$ cat src/rtl/sha1_pkg.sv
// shared types and constants of the sha-1 hash engine
`default_nettype none
package sha1_pkg;

  localparam int unsigned WordW   = 32;
  localparam int unsigned Rounds  = 80;
  localparam int unsigned RoundW  = 7;
  localparam int unsigned Words   = 5;

  // initial chaining value
  localparam logic [WordW-1:0] Iv0 = 32'h6745_2301;
  localparam logic [WordW-1:0] Iv1 = 32'hEFCD_AB89;
  localparam logic [WordW-1:0] Iv2 = 32'h98BA_DCFE;
  localparam logic [WordW-1:0] Iv3 = 32'h1032_5476;
  localparam logic [WordW-1:0] Iv4 = 32'hC3D2_E1F0;

  // round constants
  localparam logic [WordW-1:0] K0 = 32'h5A82_7999;
  localparam logic [WordW-1:0] K1 = 32'h6ED9_EBA1;
  localparam logic [WordW-1:0] K2 = 32'h8F1B_BCDC;
  localparam logic [WordW-1:0] K3 = 32'hCA62_C1D6;

  localparam logic [RoundW-1:0] LastRound = RoundW'(Rounds - 1);
  localparam logic [RoundW-1:0] Round20   = 7'd20;
  localparam logic [RoundW-1:0] Round40   = 7'd40;
  localparam logic [RoundW-1:0] Round60   = 7'd60;

  // padding
  localparam logic [7:0] PadMark  = 8'h80;
  localparam logic [7:0] PadZero  = 8'h00;
  localparam logic [5:0] LenStart = 6'd56;
  localparam logic [5:0] BlockEnd = 6'd63;
  localparam logic [1:0] LaneLast = 2'd3;

  // digest word numbers
  localparam logic [2:0] WordFirst = 3'd0;
  localparam logic [2:0] WordLast  = 3'd4;

  typedef enum logic [2:0] {
    ST_IDLE,
    ST_PAD,
    ST_COMP,
    ST_ADD,
    ST_OUT
  } state_t;

  // sequencer controls to the datapath
  typedef struct packed {
    logic              put;
    logic [7:0]        put_data;
    logic [1:0]        lane;
    logic              load;
    logic              step;
    logic [RoundW-1:0] round;
    logic              add;
    logic              init;
    logic [2:0]        word_sel;
  } ctl_t;

endpackage
`default_nettype wire

$ cat src/rtl/sha1_in_if.sv
// message byte channel
`default_nettype none
interface sha1_in_if;
  logic       valid;
  logic       ready;
  logic       has_byte;
  logic [7:0] data_byte;
  logic       last;

  modport source (output valid, has_byte, data_byte, last, input ready);
  modport sink (input valid, has_byte, data_byte, last, output ready);
endinterface
`default_nettype wire

$ cat src/rtl/sha1_out_if.sv
// digest word channel
`default_nettype none
interface sha1_out_if;
  logic        valid;
  logic        ready;
  logic [2:0]  word_index;
  logic [31:0] hash_word;
  logic        last_word;

  modport source (output valid, word_index, hash_word, last_word, input ready);
  modport sink (input valid, word_index, hash_word, last_word, output ready);
endinterface
`default_nettype wire

$ cat src/rtl/sha1_sched.sv
// byte packer and 16-word message schedule shift line
`default_nettype none
module sha1_sched
  import sha1_pkg::*;
(
  input  wire logic             clk,
  input  wire ctl_t             ctl,
  output logic [WordW-1:0]      w
);

  logic [23:0]      acc;
  logic [WordW-1:0] sreg [16];
  logic [WordW-1:0] w_new;
  logic [WordW-1:0] x;

  // next schedule word, w[t+16] from w[t+13], w[t+8], w[t+2], w[t]
  always_comb begin
    x     = sreg[13] ^ sreg[8] ^ sreg[2] ^ sreg[0];
    w_new = {x[WordW-2:0], x[WordW-1]};
  end

  assign w = sreg[0];

  // big-endian byte gathering, a full word shifts into the line
  always_ff @(posedge clk) begin
    if (ctl.put) begin
      if (ctl.lane == LaneLast) begin
        for (int i = 0; i < 15; i++) begin
          sreg[i] <= sreg[i+1];
        end
        sreg[15] <= {acc, ctl.put_data};
      end else begin
        acc <= {acc[15:0], ctl.put_data};
      end
    end else if (ctl.step) begin
      for (int i = 0; i < 15; i++) begin
        sreg[i] <= sreg[i+1];
      end
      sreg[15] <= w_new;
    end
  end

endmodule
`default_nettype wire

$ cat src/rtl/sha1_round.sv
// shared round unit with working registers and chaining value
`default_nettype none
module sha1_round
  import sha1_pkg::*;
(
  input  wire logic             clk,
  input  wire logic             rst,
  input  wire ctl_t             ctl,
  input  wire logic [WordW-1:0] w,
  output logic [WordW-1:0]      hash_word
);

  logic [WordW-1:0] a, b, c, d, e;
  logic [WordW-1:0] h0, h1, h2, h3, h4;
  logic [WordW-1:0] f, k, t;

  // round function and constant by round group
  always_comb begin
    if (ctl.round < Round20) begin
      f = (b & c) | (~b & d);
      k = K0;
    end else if (ctl.round < Round40) begin
      f = b ^ c ^ d;
      k = K1;
    end else if (ctl.round < Round60) begin
      f = (b & c) | (b & d) | (c & d);
      k = K2;
    end else begin
      f = b ^ c ^ d;
      k = K3;
    end
    t = {a[26:0], a[31:27]} + f + e + k + w;
  end

  // working registers
  always_ff @(posedge clk) begin
    if (rst || ctl.init) begin
      a <= '0;
      b <= '0;
      c <= '0;
      d <= '0;
      e <= '0;
    end else if (ctl.load) begin
      a <= h0;
      b <= h1;
      c <= h2;
      d <= h3;
      e <= h4;
    end else if (ctl.step) begin
      e <= d;
      d <= c;
      c <= {b[1:0], b[31:2]};
      b <= a;
      a <= t;
    end
  end

  // chaining value
  always_ff @(posedge clk) begin
    if (rst || ctl.init) begin
      h0 <= Iv0;
      h1 <= Iv1;
      h2 <= Iv2;
      h3 <= Iv3;
      h4 <= Iv4;
    end else if (ctl.add) begin
      h0 <= h0 + a;
      h1 <= h1 + b;
      h2 <= h2 + c;
      h3 <= h3 + d;
      h4 <= h4 + e;
    end
  end

  // digest word select
  always_comb begin
    case (ctl.word_sel)
      3'd0:    hash_word = h0;
      3'd1:    hash_word = h1;
      3'd2:    hash_word = h2;
      3'd3:    hash_word = h3;
      3'd4:    hash_word = h4;
      default: hash_word = h4;
    endcase
  end

endmodule
`default_nettype wire

$ cat src/rtl/sha1_ctrl.sv
// sequencer: byte intake, padding, round count and digest output
`default_nettype none
module sha1_ctrl
  import sha1_pkg::*;
(
  input  wire logic  clk,
  input  wire logic  rst,
  sha1_in_if.sink    msg,
  input  wire logic  out_ready,
  output logic       out_valid,
  output ctl_t       ctl
);

  state_t            state, state_next;
  logic [5:0]        pos;
  logic [63:0]       bit_length;
  logic              padding;
  logic              sent80;
  logic              len_phase;
  logic              finish;
  logic [RoundW-1:0] rc;
  logic [2:0]        widx;
  logic              accept;
  logic              lensel;
  logic              wrap;
  logic              out_done;
  logic [5:0]        len_shift;

  assign msg.ready = (state == ST_IDLE);
  assign accept    = msg.valid && msg.ready;
  assign lensel    = len_phase || (sent80 && pos == LenStart);
  assign wrap      = (pos == BlockEnd);
  assign out_valid = (state == ST_OUT);
  assign out_done  = out_valid && out_ready && (widx == WordLast);
  assign len_shift = {3'd7 - pos[2:0], 3'b000};

  // state register
  always_ff @(posedge clk) begin
    if (rst) begin
      state <= ST_IDLE;
    end else begin
      state <= state_next;
    end
  end

  // next state and datapath controls
  always_comb begin
    state_next   = state;
    ctl          = '0;
    ctl.lane     = pos[1:0];
    ctl.round    = rc;
    ctl.word_sel = widx;
    case (state)
      ST_IDLE: begin
        ctl.put      = accept && msg.has_byte;
        ctl.put_data = msg.data_byte;
        if (accept && msg.has_byte && wrap) begin
          ctl.load   = 1'b1;
          state_next = ST_COMP;
        end else if (accept && msg.last) begin
          state_next = ST_PAD;
        end
      end
      ST_PAD: begin
        ctl.put = 1'b1;
        if (!sent80) begin
          ctl.put_data = PadMark;
        end else if (lensel) begin
          ctl.put_data = bit_length[len_shift +: 8];
        end else begin
          ctl.put_data = PadZero;
        end
        if (wrap) begin
          ctl.load   = 1'b1;
          state_next = ST_COMP;
        end
      end
      ST_COMP: begin
        ctl.step = 1'b1;
        if (rc == LastRound) begin
          state_next = ST_ADD;
        end
      end
      ST_ADD: begin
        ctl.add = 1'b1;
        if (finish) begin
          state_next = ST_OUT;
        end else if (padding) begin
          state_next = ST_PAD;
        end else begin
          state_next = ST_IDLE;
        end
      end
      ST_OUT: begin
        if (out_done) begin
          ctl.init   = 1'b1;
          state_next = ST_IDLE;
        end
      end
      default: begin
        state_next = ST_IDLE;
      end
    endcase
  end

  // byte position, length and padding flags
  always_ff @(posedge clk) begin
    if (rst || out_done) begin
      pos        <= '0;
      bit_length <= '0;
      padding    <= 1'b0;
      sent80     <= 1'b0;
      len_phase  <= 1'b0;
      finish     <= 1'b0;
    end else begin
      if (ctl.put) begin
        pos <= pos + 6'd1;
      end
      if (accept && msg.has_byte) begin
        bit_length <= bit_length + 64'd8;
      end
      if (accept && msg.last) begin
        padding <= 1'b1;
      end
      if (state == ST_PAD) begin
        sent80 <= 1'b1;
        if (sent80 && lensel) begin
          len_phase <= 1'b1;
          if (wrap) begin
            finish <= 1'b1;
          end
        end
      end
    end
  end

  // round counter
  always_ff @(posedge clk) begin
    if (rst || state != ST_COMP) begin
      rc <= '0;
    end else begin
      rc <= rc + 7'd1;
    end
  end

  // digest word counter
  always_ff @(posedge clk) begin
    if (rst || out_done) begin
      widx <= WordFirst;
    end else if (out_valid && out_ready) begin
      widx <= widx + 3'd1;
    end
  end

endmodule
`default_nettype wire

$ cat src/rtl/sha1_hash_engine.sv
// sha-1 hash engine: a byte or none per request, five digest words per message
// a byte that does not complete a block leaves the engine ready; one that completes
// a block keeps it busy through load, 80 rounds on one shared round unit and add
// the final request adds one padding byte per cycle plus one or two compressions,
// then five digest words, one per cycle while the sink is ready
// synchronous active-high rst returns chaining value, length and position to start
`default_nettype none
module sha1_hash_engine
  import sha1_pkg::*;
(
  input  wire logic  clk,
  input  wire logic  rst,
  sha1_in_if.sink    msg,
  sha1_out_if.source digest
);

  ctl_t             ctl;
  logic             out_valid;
  logic [WordW-1:0] w;
  logic [WordW-1:0] hash_word;

  sha1_ctrl u_ctrl (
    .clk       (clk),
    .rst       (rst),
    .msg       (msg),
    .out_ready (digest.ready),
    .out_valid (out_valid),
    .ctl       (ctl)
  );

  sha1_sched u_sched (
    .clk (clk),
    .ctl (ctl),
    .w   (w)
  );

  sha1_round u_round (
    .clk       (clk),
    .rst       (rst),
    .ctl       (ctl),
    .w         (w),
    .hash_word (hash_word)
  );

  // digest channel
  assign digest.valid      = out_valid;
  assign digest.word_index = ctl.word_sel;
  assign digest.hash_word  = hash_word;
  assign digest.last_word  = (ctl.word_sel == WordLast);

`ifndef ASSERT_OFF
  a_no_intake_during_output: assert property (@(posedge clk) disable iff (rst)
    !(msg.ready && digest.valid))
    else $error("input ready while digest words are pending");

  a_ready_after_digest: assert property (@(posedge clk) disable iff (rst)
    (digest.valid && digest.ready && digest.last_word) |=> msg.ready)
    else $error("engine not ready after final digest word");

  a_word_order: assert property (@(posedge clk) disable iff (rst)
    (digest.valid && digest.ready && !digest.last_word) |=>
      (digest.valid && digest.word_index == $past(digest.word_index) + 3'd1))
    else $error("digest words out of order");
`endif

endmodule
`default_nettype wire

$ cat src/flat_wrapper.sv
// flat-port wrapper written by rule: the top's interface ports become plain ports
module sha1_hash_engine_flat import sha1_pkg::*;
  (clk, rst, msg_valid, msg_has_byte, msg_data_byte, msg_last, msg_ready, digest_valid, digest_word_index, digest_hash_word, digest_last_word, digest_ready);
  sha1_in_if msg_i ();
  sha1_out_if digest_i ();
  input  wire logic clk;
  input  wire logic rst;
  input wire logic [$bits(msg_i.valid)-1:0] msg_valid;
  input wire logic [$bits(msg_i.has_byte)-1:0] msg_has_byte;
  input wire logic [$bits(msg_i.data_byte)-1:0] msg_data_byte;
  input wire logic [$bits(msg_i.last)-1:0] msg_last;
  output wire logic [$bits(msg_i.ready)-1:0] msg_ready;
  output wire logic [$bits(digest_i.valid)-1:0] digest_valid;
  output wire logic [$bits(digest_i.word_index)-1:0] digest_word_index;
  output wire logic [$bits(digest_i.hash_word)-1:0] digest_hash_word;
  output wire logic [$bits(digest_i.last_word)-1:0] digest_last_word;
  input wire logic [$bits(digest_i.ready)-1:0] digest_ready;
  assign msg_i.valid = msg_valid;
  assign msg_i.has_byte = msg_has_byte;
  assign msg_i.data_byte = msg_data_byte;
  assign msg_i.last = msg_last;
  assign msg_ready = msg_i.ready;
  assign digest_valid = digest_i.valid;
  assign digest_word_index = digest_i.word_index;
  assign digest_hash_word = digest_i.hash_word;
  assign digest_last_word = digest_i.last_word;
  assign digest_i.ready = digest_ready;
  sha1_hash_engine u_core (.clk(clk), .rst(rst), .msg(msg_i), .digest(digest_i));
endmodule
$ cat config.mk
export PLATFORM = sky130hd
export DESIGN_NAME = sha1_hash_engine_flat
export DESIGN_NICKNAME = d
export VERILOG_FILES = /design/src/rtl/sha1_pkg.sv /design/src/rtl/sha1_in_if.sv /design/src/rtl/sha1_out_if.sv /design/src/rtl/sha1_sched.sv /design/src/rtl/sha1_round.sv /design/src/rtl/sha1_ctrl.sv /design/src/rtl/sha1_hash_engine.sv /design/src/flat_wrapper.sv
export SDC_FILE = /design/constraint.sdc
export NUM_CORES = 2
export LEC_CHECK = 0
export ABC_AREA = 0
export ABC_CLOCK_PERIOD_IN_PS = 20700
export BUFFER_PORTS_ARGS = -buffer_cell sky130_fd_sc_hd__buf_4
export CORE_MARGIN = 4
export CORE_UTILIZATION = 42
export DETAILED_ROUTE_END_ITERATION = 8
export PLACE_DENSITY = 0.66
export SLEW_MARGIN = 10
export SYNTH_ARGS = -nofsm -noshare
export SYNTH_HDL_FRONTEND = slang
export SYNTH_SLANG_ARGS = --single-unit
$ cat constraint.sdc
create_clock -name clk -period 20.7 [get_ports clk]
set_input_delay 3.105 -clock clk [delete_from_list [all_inputs] [get_ports clk]]
set_output_delay 3.105 -clock clk [all_outputs]
set_load 0.01 [all_outputs]
==> impl_metrics.py <==
metrics = {
    "placed_design": {
        "hpwl_mm": 81.80,
        "io_buffer_count": 51,
        "place_congestion": 0.9322,
    },
    "clock_tree": {
        "root_buffer": "clkbuf_16",
        "numCtsBuffers": 98,
        "ctsResizeCount": 0,
        "hold_buffers": 0,
        "post_cts_buffers": 0,
        "htreeDepth": 3,
        "cts.sinks": 940,
        "tritoncts": "yes",
        "clk_pin_slew_ns": 0.07,
        "clk_latency_ns": 0.70,
        "clockBufferDepth": 3,
    },
    "route": {
        "wirelength_mm": 118.9,
        "routedWlPerCell_um": 20.25,
        "vias": 32980,
        "drt_pass1_iterations": 6,
        "viasPerCell": 5.618,
        "ant_nets": 0,
        "drt_first_iter_violations": 3311,
        "drc_errors": 0,
    },
    "worst_setup_path": {
        "cp_num_cells": 27,
        "rrSetupSlack_ns": 13.63,
        "cp_slowest_cell": "fa_1",
        "worstSetupStartpointType": "flip-flop",
        "required_ns": 21.24,
        "max_stage_delay_ns": 0.51,
        "worstSetupPathType": "flip-flop to flip-flop",
        "worst_r2r_startpoint": "u_core.u_ctrl.rc[3]",
        "cp_max_fo": 18,
        "arrival_ns": 7.61,
        "reg2reg_depth": 27,
        "startpoint": "u_core.u_ctrl.rc[3]",
        "endpoint_kind": "flip-flop",
        "crit_top_cell": "fa_1",
        "crit_family": "compound AO/OA/AOI/OAI gates",
        "crit_buf_inv": 6,
    },
    "yosys": {
        "ys_seq_area_share_pct": 51.89,
        "synth_edf_count": 536,
        "async_flop_share_pct": 0,
        "syn_area_um2": 46610,
        "synth_seq_cells": 940,
        "synthCells": 4310,
        "yosysWarnings": 0,
        "synthFlopType": "edfxtp_1",
        "synth.avg_cell_area_um2": 10.81,
        "syn-num-nets": 4651,
        "ys_types": 87,
    },
    "sta": {
        "hold_violations": 0,
        "maxSlewHeadroom_pct": 23.53,
        "tightestPinTransition_ns": 1.147,
        "finalSetupTns_ns": 0,
        "rsz0062_at_grt": "false",
        "fmax_ghz": 0.1414,
        "finalCritPeriodShare_pct": 34.17,
        "finalSetupViolCount": 0,
        "fin_crit_ns": 7.074,
        "fin_skew_ns": 0.05030,
        "maxSlewViolCount": 0,
    },
    "finish": {
        "layout.cells.most_common_list": "536 x edfxtp_1, 440 x nand2_1, 439 x a21oi_1, 404 x dfxtp_1, 282 x inv_1",
        "layout_commonest_cell": "edfxtp_1",
        "antenna_cells": 0,
        "nets": 4653,
        "syn_to_final_growth_pct": 11.44,
        "final.fill_count": 9804,
        "drive_above_1_share_pct": 6.962,
    },
    "hold_path": {
        "hold_class": "flip-flop to flip-flop",
        "holdPathStages": 0,
        "min_from": "u_core.u_sched.sreg[0][301]",
    },
    "run_status": {
        "status": "finished clean",
    },
    "flow_run": {
        "maxCapViolations": 0,
    },
    "grt": {
        "grt_max_degree": 208,
        "grt_pass1_wl_mm": 184.0,
        "grt_antenna_before_repair": 0,
        "overflow": 0,
        "track_usage_pct": 19.99,
        "grt_pass1_vias": 30910,
    },
    "power_and_ir_drop": {
        "power_density_nw_per_um2": 74.64,
        "power_mw": 3.877,
        "peakVddDrop_v": 0.00007722,
        "p_leak_nw": 19.26,
    },
    "die": {
        "initial_core_util_pct": 42.58,
        "fp.dieH_um": 341.1,
        "dieArea_um2": 116400,
        "ios": 52,
        "core_area_um2": 109500,
        "core.rowCount": 121,
        "die_w_um": 341.1,
    },
}
## report_power, final
part / total [mW] / internal [mW] / switching [mW]
logic: 0.0445 / 0.0127 / 0.0318
registers: 1.98 / 1.97 / 0.00931
clock network: 1.85 / 1.08 / 0.768
total: 3.88 / 3.07 / 0.809
## path summary, 6_finish.rpt
check	endpoint
max reg2reg	u_core.u_round.a[31]
min	u_core.u_sched.sreg[0][269]
min reg2reg	u_core.u_sched.sreg[0][269]
max	u_core.u_round.a[31]
## state kept, by name, indices dropped and copies added (netlist names), 6 cells and up
name,cells
u_core.u_ctrl.bit_length,61
u_core.u_ctrl.pos,6
u_core.u_ctrl.rc,7
u_core.u_round.a,32
u_core.u_round.b,32
u_core.u_round.c,32
u_core.u_round.d,32
u_core.u_round.e,32
u_core.u_round.h0,32
u_core.u_round.h1,32
u_core.u_round.h2,32
u_core.u_round.h3,32
u_core.u_round.h4,32
u_core.u_sched.acc,24
u_core.u_sched.sreg,512
## cells by family after synthesis
group           count (synthesis)  share of synthesized area, %
compound gates               1179                         16.09
simple gates                 1036                         10.16
flops                         940                         51.89
mux                            60                         1.648
fa+ha+maj                     327                         10.79
buf+inv                       470                         3.823
xor+xnor                      298                         5.600
## stage by stage
stage	utilization [%]	cell area [um2]	cells	setup slack [ns]	hold slack, ns
2_1_floorplan	-	46610	4310	4.305	0.4003
3_3_place_gp	44.32	48510	5688	13.75	0.4003
3_5_place_dp	44.32	48510	5688	13.69	0.4045
4_1_cts	47.45	51940	5871	13.61	0.4095
5_1_grt	47.45	51940	5871	13.31	0.3997
6_report	47.45	51940	5871	13.63	0.4094
## synthesized netlist by cell type, types with 30 or more instances
cell / n / share of area (%)
nor2b_1: 33 / 0.44
o21ai_0: 140 / 1.5
nor3_1: 35 / 0.38
xnor2_1: 202 / 3.8
nand3_1: 63 / 0.68
nor2_1: 275 / 2.2
xor2_1: 96 / 1.8
o211ai_1: 47 / 0.76
a22oi_1: 215 / 3.5
o21a_1: 33 / 0.53
nand2_1: 442 / 3.6
or3_1: 38 / 0.51
ha_1: 202 / 5.4
a211oi_1: 30 / 0.48
a21o_1: 70 / 1.1
inv_1: 282 / 2.3
edfxtp_1: 536 / 35
mux2i_1: 43 / 0.92
fa_1: 125 / 5.4
clkbuf_1: 168 / 1.4
a21oi_1: 440 / 4.7
a31oi_1: 44 / 0.59
dfxtp_1: 404 / 17
## metal layers
metal / global-route usage (%) / up-vias / routed length [um]
li1: - / 15550 / -
met1: 28.50 / 16110 / 53670
met2: 31.51 / 1101 / 54050
met3: 2.822 / 227 / 7290
met4: 6.585 / 0 / 3870
met5: 0 / - / 0
## layout make-up
class | instances | area [um2] | area share [%]
Clock buffer | 123 | 2666 | 5.133
Clock inverter | 60 | 767.0 | 1.477
Inverter | 285 | 1070 | 2.060
Multi-Input combinational cell | 2900 | 20700 | 39.86
Sequential cell | 940 | 24180 | 46.56
Tap cell | 1476 | 1847 | 3.556
Timing Repair Buffer | 87 | 703.2 | 1.354
No activity file was read; power rests on OpenSTA's default activity.
